File: config.mk
export PLATFORM = sky130hd
export DESIGN_NAME = tilt_front
export DESIGN_NICKNAME = d
export VERILOG_FILES = /design/src/rtl/tilt_pkg.sv /design/src/rtl/tilt_front.sv
export SDC_FILE = /design/constraint.sdc
export NUM_CORES = 2
export LEC_CHECK = 0
export BUFFER_PORTS_ARGS = -buffer_cell sky130_fd_sc_hd__buf_4
export CORE_ASPECT_RATIO = 0.6
export CORE_UTILIZATION = 38
export DETAILED_ROUTE_END_ITERATION = 10
export PLACE_DENSITY = 0.57
export SLEW_MARGIN = 20
export SYNTH_ARGS = -nofsm -noshare
export SYNTH_HDL_FRONTEND = slang
export SYNTH_SLANG_ARGS = --single-unit
export TNS_END_PERCENT = 100
File: constraint.sdc
create_clock -name clk -period 8.1 [get_ports clk]
set_input_delay 0.81 -clock clk [delete_from_list [all_inputs] [get_ports clk]]
set_output_delay 0.81 -clock clk [all_outputs]
set_load 0.02 [all_outputs]
File: src/rtl/tilt_pkg.sv
`timescale 1ns / 1ps
package tilt_pkg;

	// field widths
	localparam int IN_W = 16;
	localparam int AXIS_W = IN_W + 1;
	localparam int SQR_W = 2 * AXIS_W - 1;
	localparam int SQ_W = SQR_W + 1;
	localparam int ANGLE_W = 16;

	// square root of sq * 2^30, digit by digit
	localparam int RAD_SHIFT = 30;
	localparam int RAD_W = SQ_W + RAD_SHIFT;
	localparam int ROOT_W = RAD_W / 2;
	localparam int REM_W = ROOT_W + 2;

	// cordic datapath
	localparam int NUM_SHIFT = 15;
	localparam int XW = 36;
	localparam int ZW = 26;
	localparam int TAB_W = 22;
	localparam int TABLE_LEN = 24;
	localparam int INT_FRAC = 16;
	localparam int CORDIC_STAGES_DEF = 16;

	// output scaling
	localparam int ANGLE_FRAC_BITS = 8;
	localparam int ROUND_SHIFT = INT_FRAC - ANGLE_FRAC_BITS;
	localparam int ROUND_HALF = 1 << (ROUND_SHIFT - 1);
	localparam int ANGLE_LIM = 90 << ANGLE_FRAC_BITS;
	localparam int OUT_MAX = (ANGLE_LIM > 32767) ? 32767 : ANGLE_LIM;
	localparam int OUT_MIN = (ANGLE_LIM > 32768) ? -32768 : -ANGLE_LIM;

	// queue between front and back, power of two depth
	localparam int FIFO_DEPTH = 8;
	localparam int PTR_W = $clog2(FIFO_DEPTH);
	localparam int LVL_W = $clog2(FIFO_DEPTH + 1);
	localparam int FRONT_STAGES = 3;

	// register map
	localparam int CFG_ADDR_W = 4;
	localparam logic [1:0] REG_X_OFF = 2'd0;
	localparam logic [1:0] REG_Y_OFF = 2'd1;
	localparam logic [1:0] REG_Z_OFF = 2'd2;

	typedef struct packed {
		logic signed [AXIS_W-1:0] num_x;
		logic signed [AXIS_W-1:0] num_y;
		logic signed [AXIS_W-1:0] num_z;
		logic [SQ_W-1:0] sq_yz;
		logic [SQ_W-1:0] sq_xz;
		logic [SQ_W-1:0] sq_xy;
	} tilt_item_t;

	typedef struct packed {
		logic empty;
		logic [LVL_W-1:0] level;
	} tilt_fifo_stat_t;

	// atan(2^-i) in degrees, 16 fraction bits
	function automatic logic [TAB_W-1:0] atan_tab(input int i);
		logic [TAB_W-1:0] v;
		unique case (i)
			0: v = 22'd2949120;
			1: v = 22'd1740967;
			2: v = 22'd919879;
			3: v = 22'd466945;
			4: v = 22'd234379;
			5: v = 22'd117304;
			6: v = 22'd58666;
			7: v = 22'd29335;
			8: v = 22'd14668;
			9: v = 22'd7334;
			10: v = 22'd3667;
			11: v = 22'd1833;
			12: v = 22'd917;
			13: v = 22'd458;
			14: v = 22'd229;
			15: v = 22'd115;
			16: v = 22'd57;
			17: v = 22'd29;
			18: v = 22'd14;
			19: v = 22'd7;
			20: v = 22'd4;
			21: v = 22'd2;
			22: v = 22'd1;
			default: v = '0;
		endcase
		return v;
	endfunction

endpackage

File: src/rtl/tilt_front.sv
`timescale 1ns / 1ps
module tilt_front (
	input logic clk,
	input logic arst_n,
	input logic accept,
	input logic signed [tilt_pkg::IN_W-1:0] accel_x,
	input logic signed [tilt_pkg::IN_W-1:0] accel_y,
	input logic signed [tilt_pkg::IN_W-1:0] accel_z,
	input logic signed [tilt_pkg::IN_W-1:0] x_off,
	input logic signed [tilt_pkg::IN_W-1:0] y_off,
	input logic signed [tilt_pkg::IN_W-1:0] z_off,
	output logic item_vld,
	output tilt_pkg::tilt_item_t item
);
	import tilt_pkg::*;

	logic vld_s1, vld_s2, vld_s3;
	logic signed [AXIS_W-1:0] ax_s1, ay_s1, az_s1;
	logic signed [AXIS_W-1:0] ax_s2, ay_s2, az_s2;
	logic [SQR_W-1:0] sqx_s2, sqy_s2, sqz_s2;
	tilt_item_t item_s3;
	logic signed [2*AXIS_W-1:0] px, py, pz;

	assign px = ax_s1 * ax_s1;
	assign py = ay_s1 * ay_s1;
	assign pz = az_s1 * az_s1;

	always_ff @(posedge clk or negedge arst_n) begin
		if (!arst_n) begin
			vld_s1 <= 1'b0;
			vld_s2 <= 1'b0;
			vld_s3 <= 1'b0;
		end else begin
			vld_s1 <= accept;
			vld_s2 <= vld_s1;
			vld_s3 <= vld_s2;
		end
	end

	// offset correction, squares, then the three magnitude sums
	always_ff @(posedge clk) begin
		ax_s1 <= {accel_x[IN_W-1], accel_x} + {x_off[IN_W-1], x_off};
		ay_s1 <= {accel_y[IN_W-1], accel_y} + {y_off[IN_W-1], y_off};
		az_s1 <= {accel_z[IN_W-1], accel_z} + {z_off[IN_W-1], z_off};
		ax_s2 <= ax_s1;
		ay_s2 <= ay_s1;
		az_s2 <= az_s1;
		sqx_s2 <= SQR_W'(px);
		sqy_s2 <= SQR_W'(py);
		sqz_s2 <= SQR_W'(pz);
		item_s3.num_x <= ax_s2;
		item_s3.num_y <= ay_s2;
		item_s3.num_z <= az_s2;
		item_s3.sq_yz <= {1'b0, sqy_s2} + {1'b0, sqz_s2};
		item_s3.sq_xz <= {1'b0, sqx_s2} + {1'b0, sqz_s2};
		item_s3.sq_xy <= {1'b0, sqx_s2} + {1'b0, sqy_s2};
	end

	assign item_vld = vld_s3;
	assign item = item_s3;

endmodule

==> flow_summary.ini <==
[outcome]
status = complete, no violations

[route]
dr_wl_met3_um = 8190
drt_wl_total_um = 101000
drt_iter0_drc = 1881
m1WireLength_um = 53200
firstDrtPassIters = 6
highest_layer = met4
ant_nets = 0
vias_per_cell = 4.63
wl_per_cell_um = 17.0
drc = 0
num_vias = 27300
route.met2.wl_um = 38000

[yosys]
netlist.top_cell.by_area = fa_1
synth.net_count = 5493
yosysTopAreaCellShare_pct = 38.1
syn-cell-area_sq_mm = 0.0412
synth-edff-count = 0
async_reset_ff_share_pct = 0.855
seq_area_frac_synth_pct = 17.1
synth.area.top_cells = fa_1, dfxtp_1, ha_1
yosysWarnings = 0
syn-mean-instance-area_sq_um = 9.81
netlist-cell-type-count = 62
synth_ff_type = dfxtp_1
syn_inst = 4203
ys_ff_latch = 351

[critical_path]
crit_slowest_cell = dfxtp_1
cp-end-kind = register
startpoint_type = register
crit_arrival_ps = 7740
crit_chain = inv_1, nor2_1, fa_1, inv_1, fa_1, inv_1, fa_1, fa_1, fa_1, inv_1, fa_1, inv_1, ha_1, and3_1, nand3_1, o21ai_0, a21oi_1, a311oi_1, nor3_1, o41ai_1, a21oi_1, xnor2_1
critPathMaxStageDelay_ps = 770
path_delay_family = adder cells
worstSetupPathType = register to register
worst-path-stages = 22
worstPathMaxFanout = 16
cp.required_ps = 8570
critPathBufInv = 5
crit_top_cell = fa_1
r2r_cells = 22

[finish]
final_common_cell = inv_1
final_cell_mix = inv_1, fa_1, ha_1
drive_above_1_share_pct = 8.75
area_growth_pct = 12.0
nets = 5738

[cts]
numCtsBuffers = 40
clock-sinks = 351
cts_tree = yes
cts_root_buf = clkbuf_16
clkLatencyLatePin_ps = 610
cts-htree-levels = 2
clk_pin_slew_ps = 80
clockBufferDepth = 3

[sta]
finalCritPeriodShare_pct = 89.8
maxSlewHeadroom_pct = 37.1
finalSetupViolCount = 0
hold_ws_ps = 310
tightest_slew_ps = 942
fin_crit_ps = 7270
max_freq_mhz = 138
rsz0062_at_grt = no
report.final.slew_viol_count = 0
finClkSkew_ps = 50.0
fin_tns_setup_ps = 0
hold_viol = 0

[floorplan]
die_h_um = 257
io_pins = 253
die_w_um = 427
initial_utilization_pct = 38.4
die_area_sq_mm = 0.110
rows = 93
core_area_sq_mm = 0.107

[placed_design]
numPortBuffers = 252
place_congestion = 0.901
dp.final_hpwl_um = 86300

[grt]
grt_pass1_vias = 28900
grt_max_degree = 34
antenna_found_initial = 5
grt_pass1_wl_um = 164000
track_usage_pct = 19.2
overflow = 0

[min_path]
worstHoldPathType = register to register
holdPathStages = 0

[run]
max_cap_violations = 0
worst paths after layout:
check	slack (ps)	to	from
max	830	sqx_s2[32]$_DFF_P_	ax_s1[11]$_DFF_P_
min	310	item[131]$_DFF_P_	ay_s2[12]$_DFF_P_
max reg2reg	830	sqx_s2[32]$_DFF_P_	ax_s1[11]$_DFF_P_
min reg2reg	310	item[131]$_DFF_P_	ay_s2[12]$_DFF_P_
max in group asynchronous	7480	item_vld$_DFF_PN0_	arst_n
min in group asynchronous	530	item_vld$_DFF_PN0_	arst_n
area by class of cell:
cell class / count / area [sq um]
fillers: 10400 / 61200
multi-input cells: 2716 / 29900
inverters: 1057 / 3970
clock inverters: 18 / 179
well taps: 1425 / 1780
repair buffers: 282 / 2120
flip-flops and latches: 351 / 7040
clock buffers: 55 / 1180
diodes: 1 / 2.50
metal layers:
layer / track usage (%) / up-vias
met5: 0 / -
met4: 2.62 / 0
met3: 4.84 / 71
met2: 25.5 / 739
met1: 31.2 / 13300
li1: - / 13200
sequential cells by signal, indices dropped and copies added, names as in the netlist, 16 cells and up:
register  cells
item        153
sqx_s2       32
sqy_s2       32
sqz_s2       32
ax_s1        17
ay_s1        17
az_s1        17
ax_s2        16
ay_s2        16
az_s2        16
cell families (layout without fill, tap and decap cells):
kind of cell    after synthesis  after routing  share of synthesized area [%]
other cells                   0              1                              0
mux                           3              3                         0.0819
buf+inv                    1136           1412                           10.3
compound gates              449            449                           7.11
simple gates                822            822                           9.64
fa+ha+maj                  1191           1191                           50.4
flops                       351            351                           17.1
xor+xnor                    251            251                           5.33
through the flow:
stage	area [sq um]	cells	util [%]	setup slack (ps)
CTS	46200	5904	43.0	932
global placement	44800	5830	41.8	1120
floorplan	41200	4203	-	1840
global route	46200	5904	43.0	291
finish	46200	5905	43.0	830
detailed placement	44800	5830	41.8	959
worst register-to-register path, delay by kind of cell, from the launching register on:
kind	cells	cell delay (ps)
fa+ha+maj	7	3110
compound gates	5	1720
simple gates	4	800
flops	1	770
buf+inv	5	600
xor+xnor	1	140
synth_stat cells, types with 5 or more instances:
library cell     n
inv_1         1057
fa_1           786
ha_1           405
dfxtp_1        348
nand2_1        281
xnor2_1        183
and2_1         174
nor2_1         154
a21oi_1        142
clkbuf_1        78
o21ai_0         78
a21o_1          75
xor2_1          68
nor2b_1         53
nor3_1          38
nand3_1         35
nand2b_1        24
o21a_1          23
o21bai_1        22
and3_1          20
a31o_2          15
nand4_1         15
a211oi_1        14
or2_2           13
a31oi_1          9
a21boi_0         8
a211o_1          6
or3_1            6
o211ai_1         5
o21ai_1          5
o22ai_1          5
o31a_1           5
timing repair:
item	CTS	global route
resized for setup	0	0
hold endpoints to repair	3	0
endpoints found under the setup margin	0	0
hold buffers	1	0
setup buffers	0	0
Power is left out: the tool's default activity adds up to more than one toggle a clock period on the data nets, which glitch-free logic cannot reach.
